--- config.mk ---
export PLATFORM = sky130hd
export DESIGN_NAME = delta_clock_event_queue_unit
export DESIGN_NICKNAME = d
export VERILOG_FILES = /design/src/sv/dcq_pkg.sv /design/src/sv/dcq_store.sv /design/src/sv/dcq_ctrl.sv /design/src/sv/delta_clock_event_queue_unit.sv
export SDC_FILE = /design/constraint.sdc
export NUM_CORES = 1
export LEC_CHECK = 0
export ABC_AREA = 1
export ABC_CLOCK_PERIOD_IN_PS = 4180
export BUFFER_PORTS_ARGS = -buffer_cell sky130_fd_sc_hd__buf_4
export CAP_MARGIN = 20
export CORE_ASPECT_RATIO = 1.25
export CORE_MARGIN = 1
export CORE_UTILIZATION = 57
export DETAILED_ROUTE_END_ITERATION = 8
export PLACE_DENSITY_LB_ADDON = 0.08
export SETUP_SLACK_MARGIN = 0.02
export SYNTH_ARGS = -nofsm -noshare
export SYNTH_HDL_FRONTEND = slang
export SYNTH_SLANG_ARGS = --single-unit
export TNS_END_PERCENT = 50
--- constraint.sdc ---
create_clock -name i_clk -period 4.18 [get_ports i_clk]
set_input_delay 0.209 -clock i_clk [delete_from_list [all_inputs] [get_ports i_clk]]
set_output_delay 0.209 -clock i_clk [all_outputs]
set_load 0.02 [all_outputs]
--- src/sv/dcq_pkg.sv ---
// Shared types, widths and codes for the delta-clock event queue.
package dcq_pkg;

    // Default number of queue entries
    localparam int CAPACITY_DEF = 16;

    // Field widths of the request and result items
    localparam int DELAY_W = 16;
    localparam int ID_W    = 8;
    localparam int TICK_W  = 16;
    localparam int KIND_W  = 2;

    // Operation codes
    localparam logic OP_INSERT  = 1'b0;
    localparam logic OP_ADVANCE = 1'b1;

    // Result kinds
    localparam logic [KIND_W-1:0] KIND_OK    = 2'd0;
    localparam logic [KIND_W-1:0] KIND_FULL  = 2'd1;
    localparam logic [KIND_W-1:0] KIND_FIRED = 2'd2;

    typedef logic [DELAY_W-1:0] t_delay;
    typedef logic [ID_W-1:0]    t_id;

    typedef struct packed {
        logic              op;
        t_delay            delay;
        t_id               event_id;
        logic [TICK_W-1:0] tick_count;
    } t_in_item;

    typedef struct packed {
        logic [KIND_W-1:0] kind;
        t_id               fired_id;
        logic              last;
    } t_out_item;

    // Port enables of the entry memories
    typedef struct packed {
        logic rd_en;
        logic dw_en;
        logic nw_en;
    } t_mem_ctl;

endpackage

--- src/sv/dcq_store.sv ---
// Entry memories of the queue: delta memory and node memory (id and link).
module dcq_store #(
    parameter int CAPACITY = dcq_pkg::CAPACITY_DEF,
    localparam int IDX_W = $clog2(CAPACITY)
) (
    input  logic                     i_clk,
    input  dcq_pkg::t_mem_ctl        i_ctl,
    input  logic [IDX_W-1:0]         i_rd_addr,
    input  logic [IDX_W-1:0]         i_dw_addr,
    input  dcq_pkg::t_delay          i_dw_data,
    input  logic [IDX_W-1:0]         i_nw_addr,
    input  dcq_pkg::t_id             i_nw_id,
    input  logic [IDX_W-1:0]         i_nw_link,
    output dcq_pkg::t_delay          o_rd_delta,
    output dcq_pkg::t_id             o_rd_id,
    output logic [IDX_W-1:0]         o_rd_link
);
    import dcq_pkg::*;

    logic [DELAY_W-1:0]    r_delta_mem [CAPACITY];
    logic [ID_W+IDX_W-1:0] r_node_mem  [CAPACITY];
    logic [DELAY_W-1:0]    r_rd_delta;
    logic [ID_W+IDX_W-1:0] r_rd_node;

    // Write delta memory
    always_ff @(posedge i_clk) begin
        if (i_ctl.dw_en) begin
            r_delta_mem[i_dw_addr] <= i_dw_data;
        end
    end

    // Write node memory
    always_ff @(posedge i_clk) begin
        if (i_ctl.nw_en) begin
            r_node_mem[i_nw_addr] <= {i_nw_id, i_nw_link};
        end
    end

    // Read both memories at one address; hold the data while no read is issued
    always_ff @(posedge i_clk) begin
        if (i_ctl.rd_en) begin
            r_rd_delta <= r_delta_mem[i_rd_addr];
            r_rd_node  <= r_node_mem[i_rd_addr];
        end
    end

    assign o_rd_delta = r_rd_delta;
    assign o_rd_id    = r_rd_node[ID_W+IDX_W-1:IDX_W];
    assign o_rd_link  = r_rd_node[IDX_W-1:0];

endmodule

--- src/sv/dcq_ctrl.sv ---
// Sequencer of the queue: list walk for insert, firing loop for advance.
module dcq_ctrl #(
    parameter int CAPACITY = dcq_pkg::CAPACITY_DEF,
    localparam int IDX_W = $clog2(CAPACITY),
    localparam int CNT_W = $clog2(CAPACITY + 1)
) (
    input  logic                     i_clk,
    input  logic                     i_rst_n,
    input  logic                     i_in_valid,
    output logic                     o_in_stall,
    input  dcq_pkg::t_in_item        i_in_data,
    input  logic                     i_out_free,
    output logic                     o_emit,
    output dcq_pkg::t_out_item       o_emit_item,
    output dcq_pkg::t_mem_ctl        o_ctl,
    output logic [IDX_W-1:0]         o_rd_addr,
    output logic [IDX_W-1:0]         o_dw_addr,
    output dcq_pkg::t_delay          o_dw_data,
    output logic [IDX_W-1:0]         o_nw_addr,
    output dcq_pkg::t_id             o_nw_id,
    output logic [IDX_W-1:0]         o_nw_link,
    input  dcq_pkg::t_delay          i_rd_delta,
    input  dcq_pkg::t_id             i_rd_id,
    input  logic [IDX_W-1:0]         i_rd_link,
    output logic [CNT_W-1:0]         o_count,
    output logic [CAPACITY-1:0]      o_free
);
    import dcq_pkg::*;

    localparam logic [2:0] S_IDLE  = 3'd0;
    localparam logic [2:0] S_WALK  = 3'd1;
    localparam logic [2:0] S_PLACE = 3'd2;
    localparam logic [2:0] S_ADV   = 3'd3;
    localparam logic [2:0] S_EMIT  = 3'd4;

    logic [2:0]          r_state,   n_state;
    logic [IDX_W-1:0]    r_head,    n_head;
    logic [IDX_W-1:0]    r_cur,     n_cur;
    logic [IDX_W-1:0]    r_prev,    n_prev;
    logic [IDX_W-1:0]    r_slot,    n_slot;
    logic [ID_W-1:0]     r_prev_id, n_prev_id;
    logic [ID_W-1:0]     r_id,      n_id;
    logic [ID_W-1:0]     r_pend_id, n_pend_id;
    logic [DELAY_W-1:0]  r_rem,     n_rem;
    logic [DELAY_W-1:0]  r_ticks,   n_ticks;
    logic [CNT_W-1:0]    r_count,   n_count;
    logic [CNT_W-1:0]    r_seen,    n_seen;
    logic [CAPACITY-1:0] r_free,    n_free;
    logic                r_at_head, n_at_head;
    logic                r_pend,    n_pend;
    logic [KIND_W-1:0]   r_kind,    n_kind;

    logic [IDX_W-1:0]    w_slot;
    logic [CNT_W-1:0]    w_seen_nx;

    // Pick the lowest free entry
    always_comb begin
        w_slot = '0;
        for (int i = CAPACITY - 1; i >= 0; i--) begin
            if (r_free[i]) begin
                w_slot = IDX_W'(i);
            end
        end
    end

    assign w_seen_nx = r_seen + CNT_W'(1);

    // Next state, memory requests and result emission
    always_comb begin
        n_state   = r_state;
        n_head    = r_head;
        n_cur     = r_cur;
        n_prev    = r_prev;
        n_slot    = r_slot;
        n_prev_id = r_prev_id;
        n_id      = r_id;
        n_pend_id = r_pend_id;
        n_rem     = r_rem;
        n_ticks   = r_ticks;
        n_count   = r_count;
        n_seen    = r_seen;
        n_free    = r_free;
        n_at_head = r_at_head;
        n_pend    = r_pend;
        n_kind    = r_kind;

        o_ctl       = '0;
        o_rd_addr   = r_head;
        o_dw_addr   = r_cur;
        o_dw_data   = '0;
        o_nw_addr   = r_slot;
        o_nw_id     = r_id;
        o_nw_link   = r_cur;
        o_emit      = 1'b0;
        o_emit_item = '{kind: KIND_FIRED, fired_id: r_pend_id, last: 1'b0};

        unique case (r_state)
            S_IDLE: begin
                if (i_in_valid) begin
                    if (i_in_data.op == OP_INSERT) begin
                        n_id      = i_in_data.event_id;
                        n_rem     = i_in_data.delay;
                        n_cur     = r_head;
                        n_seen    = '0;
                        n_at_head = 1'b1;
                        n_slot    = w_slot;
                        if (r_count == CNT_W'(CAPACITY)) begin
                            n_kind  = KIND_FULL;
                            n_state = S_EMIT;
                        end else if (r_count == '0) begin
                            n_state = S_PLACE;
                        end else begin
                            o_ctl.rd_en = 1'b1;
                            o_rd_addr   = r_head;
                            n_state     = S_WALK;
                        end
                    end else begin
                        n_ticks = DELAY_W'(i_in_data.tick_count);
                        n_cur   = r_head;
                        n_pend  = 1'b0;
                        if (i_in_data.tick_count != '0 && r_count != '0) begin
                            o_ctl.rd_en = 1'b1;
                            o_rd_addr   = r_head;
                            n_state     = S_ADV;
                        end
                    end
                end
            end

            S_WALK: begin
                if (r_rem > i_rd_delta) begin
                    // Pass this entry and take its delta off the delay
                    n_rem     = r_rem - i_rd_delta;
                    n_at_head = 1'b0;
                    n_cur     = i_rd_link;
                    n_seen    = w_seen_nx;
                    if (w_seen_nx == r_count) begin
                        // End of list: link the tail to the new entry
                        o_ctl.nw_en = 1'b1;
                        o_nw_addr   = r_cur;
                        o_nw_id     = i_rd_id;
                        o_nw_link   = r_slot;
                        n_state     = S_PLACE;
                    end else begin
                        n_prev      = r_cur;
                        n_prev_id   = i_rd_id;
                        o_ctl.rd_en = 1'b1;
                        o_rd_addr   = i_rd_link;
                    end
                end else begin
                    // Stop in front of this entry and shorten its delta
                    o_ctl.dw_en = 1'b1;
                    o_dw_addr   = r_cur;
                    o_dw_data   = i_rd_delta - r_rem;
                    if (!r_at_head) begin
                        o_ctl.nw_en = 1'b1;
                        o_nw_addr   = r_prev;
                        o_nw_id     = r_prev_id;
                        o_nw_link   = r_slot;
                    end
                    n_state = S_PLACE;
                end
            end

            S_PLACE: begin
                // Write the new entry and claim its slot
                o_ctl.dw_en = 1'b1;
                o_dw_addr   = r_slot;
                o_dw_data   = r_rem;
                o_ctl.nw_en = 1'b1;
                o_nw_addr   = r_slot;
                o_nw_id     = r_id;
                o_nw_link   = r_cur;
                if (r_at_head) begin
                    n_head = r_slot;
                end
                n_free[r_slot] = 1'b0;
                n_count        = r_count + CNT_W'(1);
                n_kind         = KIND_OK;
                n_state        = S_EMIT;
            end

            S_ADV: begin
                if (i_rd_delta > r_ticks) begin
                    // Nothing more due: reduce the head delta
                    o_ctl.dw_en = 1'b1;
                    o_dw_addr   = r_cur;
                    o_dw_data   = i_rd_delta - r_ticks;
                    n_kind      = KIND_FIRED;
                    n_state     = r_pend ? S_EMIT : S_IDLE;
                end else if (!r_pend || i_out_free) begin
                    // Fire the head; release the held result with last cleared
                    o_emit         = r_pend;
                    n_pend         = 1'b1;
                    n_pend_id      = i_rd_id;
                    n_ticks        = r_ticks - i_rd_delta;
                    n_free[r_cur]  = 1'b1;
                    n_count        = r_count - CNT_W'(1);
                    if (r_count == CNT_W'(1)) begin
                        n_head  = '0;
                        n_kind  = KIND_FIRED;
                        n_state = S_EMIT;
                    end else begin
                        n_head      = i_rd_link;
                        n_cur       = i_rd_link;
                        o_ctl.rd_en = 1'b1;
                        o_rd_addr   = i_rd_link;
                    end
                end
            end

            S_EMIT: begin
                if (i_out_free) begin
                    o_emit      = 1'b1;
                    o_emit_item = '{kind: r_kind,
                                    fired_id: (r_kind == KIND_FIRED) ? r_pend_id : '0,
                                    last: 1'b1};
                    n_state     = S_IDLE;
                end
            end

            default: begin
                n_state = S_IDLE;
            end
        endcase
    end

    // Control state
    always_ff @(posedge i_clk) begin
        if (!i_rst_n) begin
            r_state <= S_IDLE;
            r_head  <= '0;
            r_count <= '0;
            r_free  <= '1;
            r_pend  <= 1'b0;
        end else begin
            r_state <= n_state;
            r_head  <= n_head;
            r_count <= n_count;
            r_free  <= n_free;
            r_pend  <= n_pend;
        end
    end

    // Working registers of the current request
    always_ff @(posedge i_clk) begin
        r_cur     <= n_cur;
        r_prev    <= n_prev;
        r_slot    <= n_slot;
        r_prev_id <= n_prev_id;
        r_id      <= n_id;
        r_pend_id <= n_pend_id;
        r_rem     <= n_rem;
        r_ticks   <= n_ticks;
        r_seen    <= n_seen;
        r_at_head <= n_at_head;
        r_kind    <= n_kind;
    end

    assign o_in_stall = (r_state != S_IDLE);
    assign o_count    = r_count;
    assign o_free     = r_free;

endmodule

--- src/sv/delta_clock_event_queue_unit.sv ---
// Delta-clock event queue: request sequence and reset behavior.
// Insert: walk the list from the head, one entry read per cycle through the single
// read port, then place the new entry and emit its result; a full queue refuses it.
// Advance: fire due events from the head, then reduce the remaining head delta; zero
// ticks or an empty queue fire nothing. A stalled result holds the firing loop.
// Reset clears head, count and free map; entry memories are not cleared.
module delta_clock_event_queue_unit #(
    parameter int CAPACITY = dcq_pkg::CAPACITY_DEF
) (
    input  logic               i_clk,
    input  logic               i_rst_n,
    input  logic               i_in_valid,
    output logic               o_in_stall,
    input  dcq_pkg::t_in_item  i_in_data,
    output logic               o_out_valid,
    input  logic               i_out_stall,
    output dcq_pkg::t_out_item o_out_data
);
    import dcq_pkg::*;

    localparam int IDX_W = $clog2(CAPACITY);
    localparam int CNT_W = $clog2(CAPACITY + 1);

    t_mem_ctl            w_ctl;
    logic [IDX_W-1:0]    w_rd_addr;
    logic [IDX_W-1:0]    w_dw_addr;
    t_delay              w_dw_data;
    logic [IDX_W-1:0]    w_nw_addr;
    t_id                 w_nw_id;
    logic [IDX_W-1:0]    w_nw_link;
    t_delay              w_rd_delta;
    t_id                 w_rd_id;
    logic [IDX_W-1:0]    w_rd_link;
    logic                w_emit;
    t_out_item           w_emit_item;
    logic                w_out_free;
    logic [CNT_W-1:0]    w_count;
    logic [CAPACITY-1:0] w_free;

    logic                r_out_valid;
    t_out_item           r_out_data;

    dcq_ctrl #(.CAPACITY(CAPACITY)) u_ctrl (
        .i_clk       (i_clk),
        .i_rst_n     (i_rst_n),
        .i_in_valid  (i_in_valid),
        .o_in_stall  (o_in_stall),
        .i_in_data   (i_in_data),
        .i_out_free  (w_out_free),
        .o_emit      (w_emit),
        .o_emit_item (w_emit_item),
        .o_ctl       (w_ctl),
        .o_rd_addr   (w_rd_addr),
        .o_dw_addr   (w_dw_addr),
        .o_dw_data   (w_dw_data),
        .o_nw_addr   (w_nw_addr),
        .o_nw_id     (w_nw_id),
        .o_nw_link   (w_nw_link),
        .i_rd_delta  (w_rd_delta),
        .i_rd_id     (w_rd_id),
        .i_rd_link   (w_rd_link),
        .o_count     (w_count),
        .o_free      (w_free)
    );

    dcq_store #(.CAPACITY(CAPACITY)) u_store (
        .i_clk      (i_clk),
        .i_ctl      (w_ctl),
        .i_rd_addr  (w_rd_addr),
        .i_dw_addr  (w_dw_addr),
        .i_dw_data  (w_dw_data),
        .i_nw_addr  (w_nw_addr),
        .i_nw_id    (w_nw_id),
        .i_nw_link  (w_nw_link),
        .o_rd_delta (w_rd_delta),
        .o_rd_id    (w_rd_id),
        .o_rd_link  (w_rd_link)
    );

    // Output register is free when empty or being taken this cycle
    assign w_out_free = !r_out_valid || !i_out_stall;

    // Load a new result, or drop the one taken
    always_ff @(posedge i_clk) begin
        if (!i_rst_n) begin
            r_out_valid <= 1'b0;
        end else if (w_emit) begin
            r_out_valid <= 1'b1;
        end else if (!i_out_stall) begin
            r_out_valid <= 1'b0;
        end
    end

    always_ff @(posedge i_clk) begin
        if (w_emit) begin
            r_out_data <= w_emit_item;
        end
    end

    assign o_out_valid = r_out_valid;
    assign o_out_data  = r_out_data;

    // Free map and entry count stay consistent
    a_count_free: assert property (@(posedge i_clk) disable iff (!i_rst_n)
        ($countones(w_free) + int'(w_count)) == CAPACITY)
        else $error("free map and entry count disagree");

    // A result is never loaded over one that is still waiting
    a_no_overwrite: assert property (@(posedge i_clk) disable iff (!i_rst_n)
        w_emit |-> w_out_free)
        else $error("result overwrites a pending result");

    // Insert results always close their request
    a_insert_last: assert property (@(posedge i_clk) disable iff (!i_rst_n)
        (w_emit && w_emit_item.kind != KIND_FIRED) |-> w_emit_item.last)
        else $error("insert result without last");

endmodule
==> results.txt, run 1 <==
placed inst area: 31270 um2
layout cells sized above 1: 10.10%
setup ws final: 223.5 ps
clk sinks: 593
port buffer count: 57
Die W: 205.9 um
clock root buffer: clkbuf_16
DRC: 0
Max-Cap Viols: 0
VDD IR max: 446.2 uV
Placer Congestion: 0.9493
yosys synthesis warning count: 0
clk buf depth: 3
CTS tree: done
Core ar.: 51430 um2
CP endpoint kind: flop
Final Skew: 19.85 ps
grt ovf: 0
Post-synth top cells: nand2_1 (720), edfxtp_1 (563), nand3_1 (562)
Die Area: 52870 um2
clock share of power: 19.9%
cell row count: 93
crit share post-route: 94.65%
leakage: 14.26 nW
top_reg_cell synth: edfxtp_1
Avg Vias per Cell: 5.734
P_sw: 11.08 mW
part of the power in combinational logic: 45.8%
syn_nets: 3217
first-pass GRT wire length: 121900 um
Net Sw Frac: 42.58%
outcome: complete, no violations
1st-pass router iterations: 6
Crit path required time: 4550 ps
Worst Hold Class: primary input to flop
fin. max-slew vios: 0
Synth top area share: 57.10%
Die H: 256.8 um
Slew Limit Headroom: 43.18%
Final Critical Period: 3956 ps
EDFF count, synth: 563
Setup violations, final: 0
Worst-Skew Late Latency: 630 ps
setup TNS: 0 ps
RSZ-0062 raised after global routing: no
vias post-DR: 22541
largest area contributor in the netlist: edfxtp_1
FF/Latch Area: 17510 um2
Synth Instances: 3102
initial antenna violation count: 1
register area share after synthesis: 59.13%
CTS Buf Count: 57
1st-iter DRT viols: 2465
Fin. Hold Viols: 0
Worst-Margin Slew: 849.2 ps
Area contributors post-synth: edfxtp_1 (57%), nand3_1 (9.5%), nand2_1 (9.1%)
antenna cells: 0
peak fanout along the critical path: 41
DPL Wire Length: 51210 um
I/O pin total: 58
ANT nets after route: 0
internal cell power: 14.94 mW
maximum clock rate: 252.8 MHz
GRT Util Overall: 30.31%
Finished Cell Area: 33620 um2
final hold slack: 40.89 ps
Initial Utilization: 57.57%
power per cell area: 774.0 nW/um2
Setup crit start kind: flop
area grow syn2layout: 13.56%
DR WL/cell: 20.36 um
count leader, synth: nand2_1
pin count of the biggest net entering global routing: 90
Flop pwr share: 34.3%
H-Tree Depth: 2
Yosys cell types: 53
Total Power: 26.02 mW
FF+latch count, synth: 593
average size of a mapped cell: 9.545 um2
async set-reset flop share out of synthesis: 0%
# nets final: 3336
fill count: 4108
post-synthesis cell area: 29610 um2
Setup CP Type: flop to flop
vias in the first global route: 21513
final wirelength: 80020 um
pre-CTS setup slack: 111.8 ps
crit path DAT: 4330 ps
Reg clk slew, reported paths: 70 ps
footprint of the multi-input gates: 9847 um2
[cells by family after synthesis]
| family | synth area share, % |
|---|---|
| compound gates | 6.030 |
| xor+xnor | 1.568 |
| fa+ha+maj | 3.060 |
| buf+inv | 8.097 |
| flops | 59.13 |
| mux | 0.2705 |
| simple gates | 21.85 |
[path summary, 6_finish.rpt]
| check | end | cells past startpoint | startpoint | slack (ps) |
|---|---|---|---|---|
| max | u_store.o_rd_delta[15]$_DFFE_PP_ | 22 | u_store.o_rd_delta[0]$_DFFE_PP_ | 220 |
| min | u_ctrl.r_pend$_SDFFE_PN0P_ | 4 | i_in_valid | 40 |
| max reg2reg | u_store.o_rd_delta[15]$_DFFE_PP_ | 22 | u_store.o_rd_delta[0]$_DFFE_PP_ | 220 |
| min reg2reg | u_ctrl.r_prev_id[0]$_DFFE_PP_ | 0 | u_store.r_rd_node[4]$_DFFE_PP_ | 490 |
[power by group through the flow]
stage                     combinational, mW  sequential, mW  clock, mW
after global routing                   13.1            8.99       5.43
after floorplan                        7.82            8.81          0
after CTS                              11.7            8.92       5.23
after global placement                 11.5            9.02          0
after detailed placement               11.6            9.03          0
final                                  11.9            8.93       5.17
[metrics by stage]
stage	util, %	std cells
6_report	65.37	3931
5_1_grt	65.37	3931
4_1_cts	65.17	3922
3_5_place_dp	60.79	3777
3_3_place_gp	60.78	3776
2_1_floorplan	-	3102
[worst max-delay path, stage by stage, from the launching register on]
cell and delay [ps]:
edfxtp_1 530, ha_1 280, fa_1 420, inv_1 100
nand2_1 60, nand2_1 100, nand2_1 80, nand2_2 90
nand2_1 70, nand2_2 150, nand2_4 170, inv_4 130
nand2_4 110, nand2_4 150, nand2_8 180, nand2_8 210
buf_4 160, clkbuf_16 250, nand2_1 80, nand3_1 70
nand3_1 110, nand3_1 110, nand2_1 70
[sequential cells by signal (all words and copies together), names as in the netlist, 11 cells and up]
register,count
u_ctrl.r_ticks,16
o_out_data,11
u_ctrl.r_rem,16
u_store.r_delta_mem,256
u_ctrl.o_free,16
u_store.r_node_mem,192
u_store.r_rd_node,12
u_store.o_rd_delta,16
[placed cells by master (no fill, tap or decap), types with 8 or more instances in the layout]
master | synthesis | final
o221ai_1 | 27 | 27
mux2i_1 | 8 | 8
clkbuf_16 | 0 | 59
clkinv_2 | 0 | 11
a22oi_1 | 9 | 9
buf_12 | 0 | 15
ha_1 | 66 | 66
nor4_1 | 17 | 16
nand4_1 | 14 | 14
edfxtp_1 | 563 | 563
dlygate4sd3_1 | 0 | 41
buf_4 | 14 | 163
clkbuf_1 | 47 | 14
a21oi_1 | 92 | 92
nor2_2 | 4 | 20
inv_2 | 13 | 14
nand2_1 | 720 | 718
dfxtp_1 | 30 | 30
xor2_1 | 36 | 36
inv_1 | 413 | 412
clkinv_1 | 1 | 9
nand3_1 | 562 | 562
nor2_1 | 132 | 113
o21ai_0 | 131 | 131
xnor2_1 | 17 | 17
[routing by layer]
layer	part of all wire (%)	up-vias	global-route usage, %	wire, um
met4	3.5	0	10.83	2766
li1	-	10718	-	-
met1	42	10687	42.84	33550
met3	7.9	170	3.800	6321
met2	47	966	48.18	37380
met5	0	-	0	0
[layout make-up]
class,instances,share of cell area (%)
multi-input combinational,1920,29.29
sequential,593,52.07
clock inverter,32,1.005
timing repair buffer,221,5.909
clock buffer,72,4.473
inverter,428,4.785
tap,665,2.475
[what timing repair did]
action,CTS,global route
setup endpoints to repair,0,7
hold endpoints to repair,64,0
hold buffers,41,0
gates resized for setup,0,3
buffers inserted,0,4
(Power assumes the default switching activity.)
==> run 2: changes to the inputs <==
Settings changed: ABC_AREA 1 to default, CTS_BUF_LIST from default to sky130_fd_sc_hd__clkbuf_16.
==> run 2 against run 1 <==
  * Maximum frequency is 4.9% lower
  * Final cell count is 29% lower
  * Area after synthesis is 9.7% lower
  * Clock power is 9.5% lower
  * Global-route usage is 2.2 points lower
  * Cell area is 5.0% lower
  * Core utilization is 3.7 points higher
  * Sequential cell count stayed put
  * Clock-buffer cell count is 17 lower
  * Largest power group unchanged
  * Highest routed layer unchanged
==> results.txt, run 2 <==
Largest regs: u_store.r_delta_mem x256, u_store.r_node_mem x192
DR WL/cell: 24.27 um (+19%)
fin. max-slew vios: 0 (unchanged)
port buffer count: 57 (unchanged)
crit share post-route: 99.49% (+4.8 points)
Post-synth top cells: edfxtp_1 (563), mux2i_1 (228), o22ai_1 (124)
most common cell after layout, fill and taps aside: edfxtp_1
DPL Wire Length: 42210 um (-18%)
footprint of the multi-input gates: 8708 um2 (-12%)
fill count: 3163 (-23%)
RR Endpoint: u_store.o_rd_delta[7]$_DFFE_PP_
crit path DAT: 4490 ps (+160 ps)
crit-path cells: buf_4 > ha_1 > nand3_2 > nor2_1 > a2111oi_1 > buf_4 > nand3_4 > nand2_4 > a31oi_4 > buf_4 > nor2b_1 > a32oi_2 > buf_6 > o22ai_1 > or4_4
WHS Endpoint: o_out_valid$_SDFFE_PN0P_
internal cell power: 15.46 mW (+3.5%)
Finished Cell Area: 31940 um2 (-5.0%)
Placer Congestion: 0.9399 (-0.99%)
most frequent cells in the layout: edfxtp_1 (563), mux2i_1 (214), buf_4 (203), o22ai_1 (122), inv_1 (96)
Area contributors post-synth: edfxtp_1 (63%), mux2i_1 (8.5%), ha_1 (3.1%)
peak fanout along the critical path: 15 (-63%)
layout cells sized above 1: 19.50% (+9.4 points)
async set-reset flop share out of synthesis: 0% (unchanged)
Final Core Density: 69.07% (+3.7 points)
top_reg_cell synth: edfxtp_1
VDD IR max: 406.6 uV (-8.9%)
CP Buf/Inv Count: 4 (unchanged)
FF-to-FF path depth: 15 (-32%)
setup TNS: 0 ps (unchanged)
ANT nets after route: 0 (unchanged)
Flop pwr share: 35.5% (+1.2 points)
final wirelength: 68080 um (-15%)
I/O pin total: 58 (unchanged)
DP Cell Count: 2618 (-31%)
Total Power: 24.49 mW (-5.9%)
average size of a mapped cell: 13.97 um2 (+46%)
clock root buffer: clkbuf_16
Core ar.: 46240 um2 (-10%)
Hold Path Origin: i_out_stall
P_sw: 9.027 mW (-19%)
vias in the first global route: 16791 (-22%)
maximum clock rate: 240.5 MHz (-4.9%)
Die H: 244.1 um (-4.9%)
DRC: 0 (unchanged)
placed inst area: 28990 um2 (-7.3%)
1st-pass router iterations: 5 (-1)
Fin. Hold Viols: 0 (unchanged)
clk sinks: 593 (unchanged)
leakage: 12.81 nW (-10%)
setup ws final: 21.38 ps (-202.1 ps)
Synth top area share: 63.24% (+6.1 points)
outcome: complete, no violations
Yosys cell types: 78 (+47%)
reg-to-reg startpoint: u_store.o_rd_delta[9]$_DFFE_PP_
family with the most delay on the worst path: simple AND/OR/NAND/NOR gates
Die W: 195.7 um (-4.9%)
number of flip-flops in the largest register: 256 (unchanged)
final hold slack: 31.91 ps (-8.978 ps)
Worst path max stage delay: 580 ps (+50 ps)
FF+latch count, synth: 593 (unchanged)
Net Sw Frac: 36.86% (-5.7 points)
antenna cells: 0 (unchanged)
vias post-DR: 17305 (-23%)
post-synthesis cell area: 26730 um2 (-9.7%)
fin cells: 2805 (-29%)
GRT Util Overall: 28.10% (-2.2 points)
clk buf depth: 3 (unchanged)
FF/Latch Area: 17510 um2 (unchanged)
EDFF count, synth: 563 (unchanged)
Synth Instances: 1914 (-38%)
Setup crit start kind: flop
yosys synthesis warning count: 0 (unchanged)
Worst path most repeated cell: buf_4
area grow syn2layout: 19.48%
pre-CTS setup slack: -98.89 ps (-210.7 ps)
Final Skew: 21.35 ps (+1.502 ps)
initial antenna violation count: 1 (unchanged)
Worst-Skew Late Latency: 610 ps (-20 ps)
cell row count: 88 (-5.4%)
Die Area: 47780 um2 (-9.6%)
count leader, synth: edfxtp_1
H-Tree Depth: 2 (unchanged)
Worst Hold Class: primary input to flop
Setup CP Type: flop to flop
# nets final: 2296 (-31%)
CP endpoint kind: flop
Biggest register: u_store.r_delta_mem
reg-to-reg setup timing slack: 20 ps (-200 ps)
power per cell area: 766.7 nW/um2 (-0.94%)
grt ovf: 0 (unchanged)
Worst-Margin Slew: 1065 ps (+215.4 ps)
CTS Buf Count: 55 (-3.5%)
CTS tree: done
Slew Limit Headroom: 28.76% (-14 points)
RSZ-0062 raised after global routing: yes
syn_nets: 2029 (-37%)
pin count of the biggest net entering global routing: 43 (-52%)
CP max-delay cell: or4_4
register area share after synthesis: 65.49% (+6.4 points)
largest area contributor in the netlist: edfxtp_1
part of the power in combinational logic: 45.4% (-0.4 points)
Crit path required time: 4520 ps (-30 ps)
Worst Hold Depth: 3 (-1)
clock share of power: 19.1% (-0.8 points)
first-pass GRT wire length: 99870 um (-18%)
Reg clk slew, reported paths: 60 ps (about the same)
Setup violations, final: 0 (unchanged)
Initial Utilization: 57.81% (+0.24 points)
Avg Vias per Cell: 6.169 (+7.6%)
Final Critical Period: 4159 ps (+202.1 ps)
Max-Cap Viols: 0 (unchanged)
1st-iter DRT viols: 1675 (-32%)
## run 2: cell count changes in the layout (fill, tap and decap cells not counted), moves of 28 or more
cell	before	now
nand2_1	718	71
nand3_1	562	15
inv_1	412	96
mux2i_1	8	214
o22ai_1	3	122
o21ai_0	131	89
buf_4	163	203
nor2_1	113	85
## run 2: repair_timing
item	CTS	global route
endpoints found under the hold margin	58	0
pin swaps	6	32
gates cloned	4	9
endpoints found under the setup margin	17	266
setup buffers	12	23
resized for setup	25	49
hold buffers	42	0
## run 2: logic make-up after synthesis
family	after synthesis	synth area share, %
AOI/OAI and AO/OA	424	10.25
xor gates and xnor gates	61	2.055
adders and majority gates	70	3.389
buffers and inverters	176	3.028
DFF	593	65.49
muxes	245	9.253
and+or+nand+nor	345	6.538
## run 2: worst max-delay path by stage
stage | from | to | slack [ps] | cells after the start
after global placement | u_store.o_rd_delta[0]$_DFFE_PP_ | u_store.o_rd_delta[1]$_DFFE_PP_ | 9 | 16
final | u_store.o_rd_delta[9]$_DFFE_PP_ | u_store.o_rd_delta[7]$_DFFE_PP_ | 20 | 15
after CTS | u_store.o_rd_delta[0]$_DFFE_PP_ | u_store.o_rd_delta[14]$_DFFE_PP_ | -5 | 16
after floorplan | u_store.o_rd_delta[0]$_DFFE_PP_ | u_store.o_rd_delta[0]$_DFFE_PP_ | -60 | 14
after detailed placement | u_store.o_rd_delta[0]$_DFFE_PP_ | u_store.o_rd_delta[7]$_DFFE_PP_ | -100 | 16
after global routing | u_ctrl.r_rem[0]$_DFFE_PP_ | u_store.r_rd_node[10]$_DFFE_PP_ | -80 | 18
## run 2: final cells by class
cell class | instances | area share [%]
multi-input cells | 1145 | 27.26
clock inverters | 41 | 0.8578
repair buffers | 302 | 9.475
flip-flops and latches | 593 | 54.81
inverters | 84 | 0.9949
clock buffers | 55 | 4.309
well taps | 585 | 2.292
## run 2: worst reg2reg max path, cell delays in order, from the launching register on
cell and delay, ps:
edfxtp_1 490, buf_4 200, ha_1 350, nand3_2 140, nor2_1 60, a2111oi_1 490
buf_4 210, nand3_4 60, nand2_4 100, a31oi_4 110, buf_4 160, nor2b_1 190
a32oi_2 350, buf_6 270, o22ai_1 130, or4_4 580
## run 2: layer usage
layer / routed length (um) / vias up / share of wire (%) / GRT usage [%]
li1: - / 7899 / - / -
met1: 28770 / 8596 / 42 / 39.22
met2: 32420 / 677 / 48 / 45.37
met3: 4817 / 133 / 7.1 / 4.179
met4: 2066 / 0 / 3.0 / 9.559
met5: 0 / - / 0 / 0
## run 2: power by group through the flow
stage,sequential (mW),combinational (mW),clock (mW)
after floorplan,8.60,6.49,0
after global placement,8.77,9.69,0
after detailed placement,8.80,9.83,0
after CTS,8.68,10.3,4.74
after global routing,8.76,11.9,4.97
final,8.70,11.1,4.68
